<file path="src/design/ntc_pkg.sv">
`timescale 1ns / 1ps
package ntc_pkg;

	localparam logic [1:0] ST_OK    = 2'd0;
	localparam logic [1:0] ST_OVF   = 2'd1;
	localparam logic [1:0] ST_UNSUP = 2'd2;

	localparam logic [1:0] SZ_1 = 2'd0;
	localparam logic [1:0] SZ_2 = 2'd1;
	localparam logic [1:0] SZ_4 = 2'd2;
	localparam logic [1:0] SZ_8 = 2'd3;

	// operation selected by the front end
	localparam logic [2:0] OP_UNSUP = 3'd0;
	localparam logic [2:0] OP_NAN   = 3'd1;
	localparam logic [2:0] OP_I2I   = 3'd2;
	localparam logic [2:0] OP_I2F   = 3'd3;
	localparam logic [2:0] OP_F2F   = 3'd4;
	localparam logic [2:0] OP_F2I   = 3'd5;

	localparam int QDEPTH = 4;
	localparam int QAW    = $clog2(QDEPTH);

	// classified item passed from front to back
	typedef struct packed {
		logic [2:0]  op;
		logic        neg;       // sign of the value
		logic [31:0] mag;       // integer magnitude (int source)
		logic [63:0] bits;      // raw float bits (float source)
		logic        src_wide;  // source is f64
		logic [1:0]  dsz;
	} cls_t;

endpackage

</file>
<file path="src/design/ntc_front.sv">
`timescale 1ns / 1ps
module ntc_front import ntc_pkg::*; (
	input  logic        clk,
	input  logic        arst_n,
	input  logic        in_vld,
	input  logic [63:0] source_bits,
	input  logic        source_is_float,
	input  logic [1:0]  source_size,
	input  logic        dest_is_float,
	input  logic [1:0]  dest_size,
	output logic        vld_s1,
	output cls_t        cls_s1
);

	logic        s_ok, d_ok, nan;
	logic [31:0] sv;
	cls_t        c;

	always_comb begin
		s_ok = source_is_float ? (source_size >= SZ_4) : (source_size <= SZ_4);
		d_ok = dest_is_float ? (dest_size >= SZ_4) : (dest_size <= SZ_4);
		unique case (source_size)
			SZ_1:    sv = {{24{source_bits[7]}}, source_bits[7:0]};
			SZ_2:    sv = {{16{source_bits[15]}}, source_bits[15:0]};
			default: sv = source_bits[31:0];
		endcase
		nan = (source_size == SZ_4)
			? (source_bits[30:0] > 31'h7F800000)
			: (source_bits[62:0] > 63'h7FF0000000000000);
		c = '0;
		c.dsz = dest_size;
		c.bits = source_bits;
		c.src_wide = (source_size == SZ_8);
		c.neg = source_is_float ? (c.src_wide ? source_bits[63] : source_bits[31]) : sv[31];
		c.mag = sv[31] ? (32'd0 - sv) : sv;
		if (!s_ok || !d_ok)
			c.op = OP_UNSUP;
		else if (!source_is_float)
			c.op = dest_is_float ? OP_I2F : OP_I2I;
		else if (nan)
			c.op = OP_NAN;
		else
			c.op = dest_is_float ? OP_F2F : OP_F2I;
	end

	always_ff @(posedge clk or negedge arst_n) begin
		if (!arst_n) begin
			vld_s1 <= 1'b0;
		end else begin
			vld_s1 <= in_vld;
		end
	end

	always_ff @(posedge clk) begin
		if (in_vld) begin
			cls_s1 <= c;
		end
	end

endmodule

</file>
<file path="src/design/ntc_queue.sv">
`timescale 1ns / 1ps
module ntc_queue import ntc_pkg::*; (
	input  logic         clk,
	input  logic         arst_n,
	input  logic         wr,
	input  cls_t         wdata,
	input  logic         rd,
	output cls_t         rdata,
	output logic         empty,
	output logic [QAW:0] count
);

	cls_t           mem [QDEPTH];
	logic [QAW-1:0] wp_q, rp_q;

	assign empty = (count == '0);
	assign rdata = mem[rp_q];

	always_ff @(posedge clk or negedge arst_n) begin
		if (!arst_n) begin
			wp_q  <= '0;
			rp_q  <= '0;
			count <= '0;
		end else begin
			if (wr) wp_q <= wp_q + 1'b1;
			if (rd) rp_q <= rp_q + 1'b1;
			count <= count + (QAW+1)'(wr) - (QAW+1)'(rd);
		end
	end

	always_ff @(posedge clk) begin
		if (wr) begin
			mem[wp_q] <= wdata;
		end
	end

endmodule

</file>
<file path="src/design/ntc_back.sv">
`timescale 1ns / 1ps
module ntc_back import ntc_pkg::*; (
	input  cls_t        c,
	output logic [63:0] res,
	output logic [1:0]  st
);

	logic [4:0]  lz;
	logic [31:0] nm;
	logic        found;
	logic [7:0]  e32;
	logic [22:0] m32;
	logic        rnd;
	logic [31:0] f32;
	logic [63:0] f64;
	logic [10:0] ex;
	logic [52:0] fm;
	logic [24:0] mr;
	logic        subn;
	logic [5:0]  sh;
	logic [77:0] wm;
	logic [9:0]  ue;
	logic [31:0] t;
	logic [31:0] iv;
	logic        ovf;
	logic        iszero;

	always_comb begin
		res = '0; st = ST_OK;
		lz = '0; found = 1'b0; nm = '0; e32 = '0; m32 = '0; rnd = 1'b0;
		f32 = '0; f64 = '0; ex = '0; fm = '0; mr = '0; subn = 1'b0;
		sh = '0; wm = '0; ue = '0; t = '0; iv = '0; ovf = 1'b0; iszero = 1'b0;

		// integer magnitude to floats
		for (int i = 0; i < 32; i++)
			if (!found && c.mag[31-i]) begin found = 1'b1; lz = 5'(i); end
		nm = c.mag << lz;

		// f32 from narrowing f64 (or source f32 directly)
		if (c.src_wide) begin
			ex = c.bits[62:52];
			fm = {1'b1, c.bits[51:0]};
			iszero = (ex == '0);
			if (ex == 11'h7FF || ex > 11'd1150) begin
				f32 = {c.bits[63], 8'hFF, 23'd0};
			end else if (ex < 11'd872) begin
				f32 = {c.bits[63], 31'd0};
			end else begin
				// unbiased shift for subnormal targets
				subn = (ex < 11'd897);
				sh = subn ? 6'(11'd897 - ex) : 6'd0;
				wm = {fm, 25'd0} >> sh;
				mr = {1'b0, wm[77:54]};
				rnd = wm[53] && ((|wm[52:0]) || wm[54]);
				mr = mr + 25'(rnd);
				if (subn) begin
					f32 = {c.bits[63], 8'(mr[23]), mr[22:0]};
				end else begin
					ue = 10'(ex - 11'd896) + 10'(mr[24]);
					if (ue >= 10'd255)
						f32 = {c.bits[63], 8'hFF, 23'd0};
					else
						f32 = {c.bits[63], ue[7:0], mr[24] ? mr[23:1] : mr[22:0]};
				end
			end
			if (iszero && c.bits[51:0] == '0)
				f32 = {c.bits[63], 31'd0};
		end else begin
			f32 = c.bits[31:0];
		end

		unique case (c.op)
			OP_UNSUP: st = ST_UNSUP;
			OP_NAN:   st = ST_OVF;
			OP_I2I: begin
				iv = c.neg ? (32'd0 - c.mag) : c.mag;
				unique case (c.dsz)
					SZ_1: begin
						ovf = ($signed(iv) > 127) || ($signed(iv) < -128);
						res = {56'd0, iv[7:0]};
					end
					SZ_2: begin
						ovf = ($signed(iv) > 32767) || ($signed(iv) < -32768);
						res = {48'd0, iv[15:0]};
					end
					default: res = {32'd0, iv};
				endcase
				if (ovf) st = ST_OVF;
			end
			OP_I2F: begin
				if (c.mag == '0) begin
					res = '0;
				end else if (c.dsz == SZ_8) begin
					res = {c.neg, 11'(11'd1054 - 11'(lz)), nm[30:0], 21'd0};
				end else begin
					rnd = nm[7] && ((|nm[6:0]) || nm[8]);
					mr = {1'b0, nm[31:8]} + 25'(rnd);
					e32 = 8'(8'd158 - 8'(lz)) + 8'(mr[24]);
					m32 = mr[24] ? mr[23:1] : mr[22:0];
					res = {32'd0, c.neg, e32, m32};
				end
			end
			OP_F2F: begin
				if (!c.src_wide && c.dsz == SZ_8) begin
					// widen f32 exactly
					if (c.bits[30:23] == 8'hFF) begin
						f64 = {c.bits[31], 11'h7FF, 52'd0};
					end else if (c.bits[30:23] == '0) begin
						if (c.bits[22:0] == '0) begin
							f64 = {c.bits[31], 63'd0};
						end else begin
							found = 1'b0;
							for (int i = 0; i < 23; i++)
								if (!found && c.bits[22-i]) begin
									found = 1'b1; lz = 5'(i);
								end
							nm = {9'd0, c.bits[22:0]} << (lz + 5'd1);
							f64 = {c.bits[31], 11'(11'd896 - 11'(lz)), nm[22:0], 29'd0};
						end
					end else begin
						f64 = {c.bits[31], 11'({3'd0, c.bits[30:23]} + 11'd896),
							c.bits[22:0], 29'd0};
					end
					res = f64;
				end else if (c.src_wide && c.dsz == SZ_8) begin
					res = c.bits;
				end else begin
					res = {32'd0, f32};
				end
			end
			default: begin
				// f32 to int, truncating
				if (f32[30:23] >= 8'd158) begin
					ovf = 1'b1;
				end else if (f32[30:23] < 8'd127) begin
					t = '0;
				end else begin
					t = {1'b1, f32[22:0], 8'd0} >> 5'(8'd158 - f32[30:23]);
				end
				iv = f32[31] ? (32'd0 - t) : t;
				unique case (c.dsz)
					SZ_1: begin
						if (t > (f32[31] ? 32'd128 : 32'd127)) ovf = 1'b1;
						res = {56'd0, iv[7:0]};
					end
					SZ_2: begin
						if (t > (f32[31] ? 32'd32768 : 32'd32767)) ovf = 1'b1;
						res = {48'd0, iv[15:0]};
					end
					default: res = {32'd0, iv};
				endcase
				// -2^31 exactly is in range
				if (f32 == 32'hCF000000 && c.dsz == SZ_4) begin
					ovf = 1'b0; res = 64'h80000000;
				end
				if (ovf) st = ST_OVF;
			end
		endcase
		if (st != ST_OK) res = '0;
	end

endmodule

</file>
<file path="src/design/numeric_type_converter_core.sv">
`timescale 1ns / 1ps
// Numeric type converter: int8/16/32 and f32/f64 in any supported pairing.
// Input channel: drive the fields with push high; an item is taken at a
// clock edge where full is low. Result channel: while empty is low the
// oldest result sits on result_bits/status; pop high takes it.
// A front stage registers and classifies each item; a four-entry queue
// feeds the back end, which computes the conversion combinationally from
// the queue head; empty goes low when the front register writes it to the queue.
// Throughput is one item per cycle as long as pop keeps up.
// When the receiver stalls the queue fills; full rises once the queue
// and the front register could not absorb another item.
// Reset clears the front valid and queue pointers: empty high, full low.
// Status 0 ok, 1 overflow (including NaN and 2^31), 2 unsupported pair;
// result_bits is zero whenever status is not ok.
module numeric_type_converter_core import ntc_pkg::*; (
	input  logic        clk,
	input  logic        arst_n,
	input  logic        push,
	output logic        full,
	input  logic [63:0] source_bits,
	input  logic        source_is_float,
	input  logic [1:0]  source_size,
	input  logic        dest_is_float,
	input  logic [1:0]  dest_size,
	output logic        empty,
	input  logic        pop,
	output logic [63:0] result_bits,
	output logic [1:0]  status
);

	logic         vld_s1;
	cls_t         cls_s1;
	cls_t         head;
	logic [QAW:0] count;
	logic         rd;

	// the front slot may be in flight, so leave room for it
	assign full = (count + (QAW+1)'(vld_s1)) >= (QAW+1)'(QDEPTH);
	assign rd   = pop && !empty;

	ntc_front u_front (
		.clk, .arst_n,
		.in_vld(push && !full),
		.source_bits, .source_is_float, .source_size, .dest_is_float, .dest_size,
		.vld_s1, .cls_s1
	);

	ntc_queue u_queue (
		.clk, .arst_n,
		.wr(vld_s1), .wdata(cls_s1),
		.rd, .rdata(head), .empty, .count
	);

	ntc_back u_back (
		.c(head), .res(result_bits), .st(status)
	);

endmodule
</file>
<file path="config.mk">
export PLATFORM = sky130hd
export DESIGN_NAME = numeric_type_converter_core
export DESIGN_NICKNAME = d
export VERILOG_FILES = /design/src/design/ntc_pkg.sv /design/src/design/ntc_front.sv /design/src/design/ntc_queue.sv /design/src/design/ntc_back.sv /design/src/design/numeric_type_converter_core.sv
export SDC_FILE = /design/constraint.sdc
export NUM_CORES = 1
export LEC_CHECK = 0
export BUFFER_PORTS_ARGS = -buffer_cell sky130_fd_sc_hd__clkbuf_2
export CELL_PAD_IN_SITES_DETAIL_PLACEMENT = 1
export CELL_PAD_IN_SITES_GLOBAL_PLACEMENT = 1
export CORE_ASPECT_RATIO = 0.8
export CORE_MARGIN = 2
export CORE_UTILIZATION = 41
export CTS_BUF_LIST = sky130_fd_sc_hd__clkbuf_8
export CTS_CLUSTER_SIZE = 12
export DETAILED_ROUTE_END_ITERATION = 8
export GPL_ROUTABILITY_DRIVEN = 1
export GPL_TIMING_DRIVEN = 0
export HOLD_SLACK_MARGIN = 0.02
export PLACE_DENSITY_LB_ADDON = 0.1
export SETUP_SLACK_MARGIN = 0.3
export SKIP_LAST_GASP = 1
export SYNTH_ARGS = -nofsm -noshare
export SYNTH_HDL_FRONTEND = slang
export SYNTH_SLANG_ARGS = --single-unit
</file>
<file path="constraint.sdc">
create_clock -name clk -period 14.5 [get_ports clk]
set_input_delay 1.45 -clock clk [delete_from_list [all_inputs] [get_ports clk]]
set_output_delay 1.45 -clock clk [all_outputs]
set_load 0.01 [all_outputs]
</file>
==> summary.md <==
| Metric | Value |
|---|---|
| Total GRT Usage | `37.4%` |
| Predominant post-synthesis flop cell | `edfxtp_1` |
| Rel. slew slack | `approximately an eighth` |
| Hold buffers post-CTS | `0` |
| Max-slew violations | `0` |
| CTS tree | `yes` |
| Final Util | `approximately 49%` |
| Yosys top cell area share | `between 40% and 50%` |
| #FFs+latches synth | `518` |
| DP HPWL | `134,000 um` |
| Clk root buf | `clkbuf_8` |
| Hold depth | `0` |
| Asr flop ratio synth | `around 1.5%` |
| Worst R2R Start | `u_queue.rp_q[0]$_DFFE_PN0P_` |
| Final net count | `4,138` |
| CP max-delay cell | `mux4_2` |
| CP Launch Type | `flop` |
| Kind of critical path | `flop to output port` |
| Post-Syn Area | `0.0369 mm2` |
| Worst hold margin | `approximately 0.44 ns` |
| Worst-path clk slew | `0.06 ns` |
| Routed vias/inst | `a little under 7` |
| Worst skew pair latency | `slightly below 0.7 ns` |
| Mapped Cells | `roughly 3,700` |
| Final-report hold violation count | `0` |
| Vias in the first global route | `35,400` |
| Core ar. | `approximately 0.09 mm2` |
| Final wirelength | `between 150,000 and 200,000 um` |
| Avg Cell Area, Syn | `approximately 10 um2` |
| GP Congestion | `between 0.9 and 1` |
| Hold Crit Class | `flop to flop` |
| Status | `finished clean` |
| Die X-Extent | `roughly 340 um` |
| Top Ports | `approximately 140` |
| Period minus WS final | `14.31 ns` |
| Final setup margin | `between 0.15 and 0.2 ns` |
| Yosys top cell by area | `edfxtp_1` |
| DR WL/cell | `33.7 um` |
| Placed instance area | `roughly 0.04 mm2` |
| Synth top area cells | `edfxtp_1 41%, mux4_2 6.6%, mux2i_1 4.0%, nor2_1 3.5%, a21oi_1 3.3%` |
| Clk_skew | `0.0781 ns` |
| Crit end category | `output port` |
| Area of the multi-input gates | `0.0215 mm2` |
| Post-synthesis sequential area ratio | `between 40% and 50%` |
| Largest family of logic cells by synthesized area | `compound AO/OA/AOI/OAI gates` |
| Initial antenna violation count | `7` |
| Worst-path fanout max | `10` |
| Most frequent cells in the layout | `510 x edfxtp_1, 325 x nor2_1, 287 x nand2_1` |
| RSZ-0062 raised after global routing | `yes` |
| Required @ worst endpoint | `around 13 ns` |
| Layout area overhead | `18.7%` |
| Post-synthesis mux area share | `between 10% and 20%` |
| Post-Synth Simple-Gate Area | `between 15 and 20%` |
| CTS Sinks | `between 500 and 600` |
| TritonCTS buffer count | `85` |
| Worst reg2reg path endpoint | `u_queue.rp_q[1]$_DFFE_PN0P_` |
| Row count | `between 90 and 100` |
| Worst reg2reg path depth | `11` |
| Compound-gate portion of the synthesized area | `20.5%` |
| Slew at the pin with the worst max-slew slack | `roughly 1.3 ns` |
| Final ANT Viol Nets | `0` |
| Initial core utilization | `about two fifths` |
| Ratio of cells with drive above 1 in the final layout | `between 20% and 30%` |
| DP Worst Slack | `-5.84 ns` |
| Clock Path Buffers | `3` |
| # setup viols final | `0` |
| CP arrival | `about 13 ns` |
| Synthesized net count | `3,776` |
| Maximum clock rate | `about 70 MHz` |
| Fill cells | `9,969` |
| Die Height | `272 um` |
| Adder-Cell Fraction of Synth Area | `1.49%` |
| First-pass GRT wire length | `~260,000 um` |
| Synth Area in XOR/XNOR | `3.30%` |
| Min-Delay Startpoint | `u_front.cls_s1[86]$_DFFE_PP_` |
| Routed via count | `36,200` |
| Storage element area | `about 0.016 mm2` |
| Largest net degree at the start of global routing | `56` |
| Drc violations | `0` |
| Hold path endpoint | `u_queue.mem[2][86]$_DFFE_PP_` |
| Final Instance Area | `about 0.044 mm2` |
| Pre-antenna DRT Iters | `7` |
| Initial DRC count | `between 4,000 and 5,000` |
| Remaining global-route overflow | `0` |
| EDFF count, synth | `510` |
| Yosys warning count | `0` |
| Synth cell types | `around 110` |
| Internal reg-to-reg setup slack | `~10 ns` |
| Crit share post-route | `a little under 100%` |
| Slowest cell delay on critical path | `about 0.6 ns` |
| Die ar. | `0.0925 mm2` |
| Commonest non-fill, non-tap cell in the layout | `edfxtp_1` |
| IO buf count | `140` |
| Max cap viols | `0` |
| CTS H-tree lvls | `3` |
[state kept, by name, indices dropped and copies added (netlist names)]
register,count
u_queue.mem,408
u_front.cls_s1,102
u_queue.count,3
u_queue.rp_q,2
u_queue.wp_q,2
u_front.vld_s1,1
[synthesized netlist by cell type, drive strengths merged (12+ instances only)]
master,count
edfxtp,510
nand3,109
and2,46
o32ai,27
xor2,61
nor4,65
o21ai,171
nor3,119
o211ai,39
inv,63
o21a,16
mux2i,150
a2111oi,16
a211oi,47
o31ai,43
o22ai,54
o31a,12
xnor2,78
or4,21
a21oi,247
a31oi,52
a221oi,35
nor2,349
o211a,13
a22oi,35
nand2b,22
a31o,12
a311oi,16
or2,35
o21bai,13
a32oi,28
nand4,47
a21o,23
ha,44
clkbuf,183
and3,34
a211o,14
mux4,109
buf,82
or3,34
a221o,15
nand2,295
mux2,43
o221ai,27
[worst max-delay path by stage]
stage / start / end / slack [ns] / cells past startpoint
after floorplan: u_queue.rp_q[1]$_DFFE_PN0P_ / result_bits[26] / 0.38 / 65
after global placement: u_queue.rp_q[1]$_DFFE_PN0P_ / result_bits[30] / -5.75 / 65
after detailed placement: u_queue.rp_q[1]$_DFFE_PN0P_ / result_bits[30] / -5.84 / 65
after CTS: u_queue.rp_q[1]$_DFFE_PN0P_ / result_bits[30] / 0.20 / 67
after global routing: u_queue.rp_q[1]$_DFFE_PN0P_ / result_bits[14] / -0.20 / 66
final: u_queue.rp_q[0]$_DFFE_PN0P_ / result_bits[12] / 0.19 / 60
[worst max-delay path, delay by kind of cell, from the launching register on]
family / cells / cell delay (ns)
multiplexers: 2 / 0.77
XOR/XNOR: 1 / 0.30
buffers and inverters: 15 / 2.27
AND/OR/NAND/NOR: 15 / 2.99
adder cells (fa/ha/maj): 6 / 1.19
AO/OA/AOI/OAI: 21 / 4.22
flip-flops: 1 / 0.40
[repair_timing]
item	4_1_cts	5_1_grt
resized for setup	334	134
endpoints found under the setup margin	33	34
setup buffers	94	35
cloned	3	0
pin swaps	70	51
[per-layer routing]
layer | up-vias | global-route usage (%) | part of all wire [%]
met4 | 6 | 14.1 | 4.5
met3 | 471 | 8.05 | 11
li1 | 15200 | - | -
met2 | 2270 | 55.3 | 42
met1 | 18300 | 53.8 | 43
met5 | - | 0 | 0.023
[cells by family (layout without fill, tap and decap cells)]
logic type / Yosys count / count (layout)
compound gates: 1076 / 1076
xor+xnor: 139 / 139
fa+ha+maj: 44 / 44
buf+inv: 332 / 758
flops: 518 / 518
mux: 302 / 302
other cells: 0 / 3
simple gates: 1247 / 1247
[per-stage QoR]
stage,setup TNS [ns],instances
CTS,0,5250
global placement,-179.94,4998
floorplan,0,3658
global route,-2.50,5286
detailed placement,-182.90,5004
finish,0,5287
[final cells by class]
class	instances	area share, %
Clock inverter	66	0.820
Buffer	262	3.65
Antenna cell	3	0.0171
Tap cell	1200	3.43
Multi-Input combinational cell	2808	49.0
Inverter	67	0.594
Timing Repair Buffer	278	4.38
Sequential cell	518	35.4
Clock buffer	85	2.67
Power is left out: the tool's default activity adds up to more than one toggle a clock period on the data nets, which glitch-free logic cannot reach.
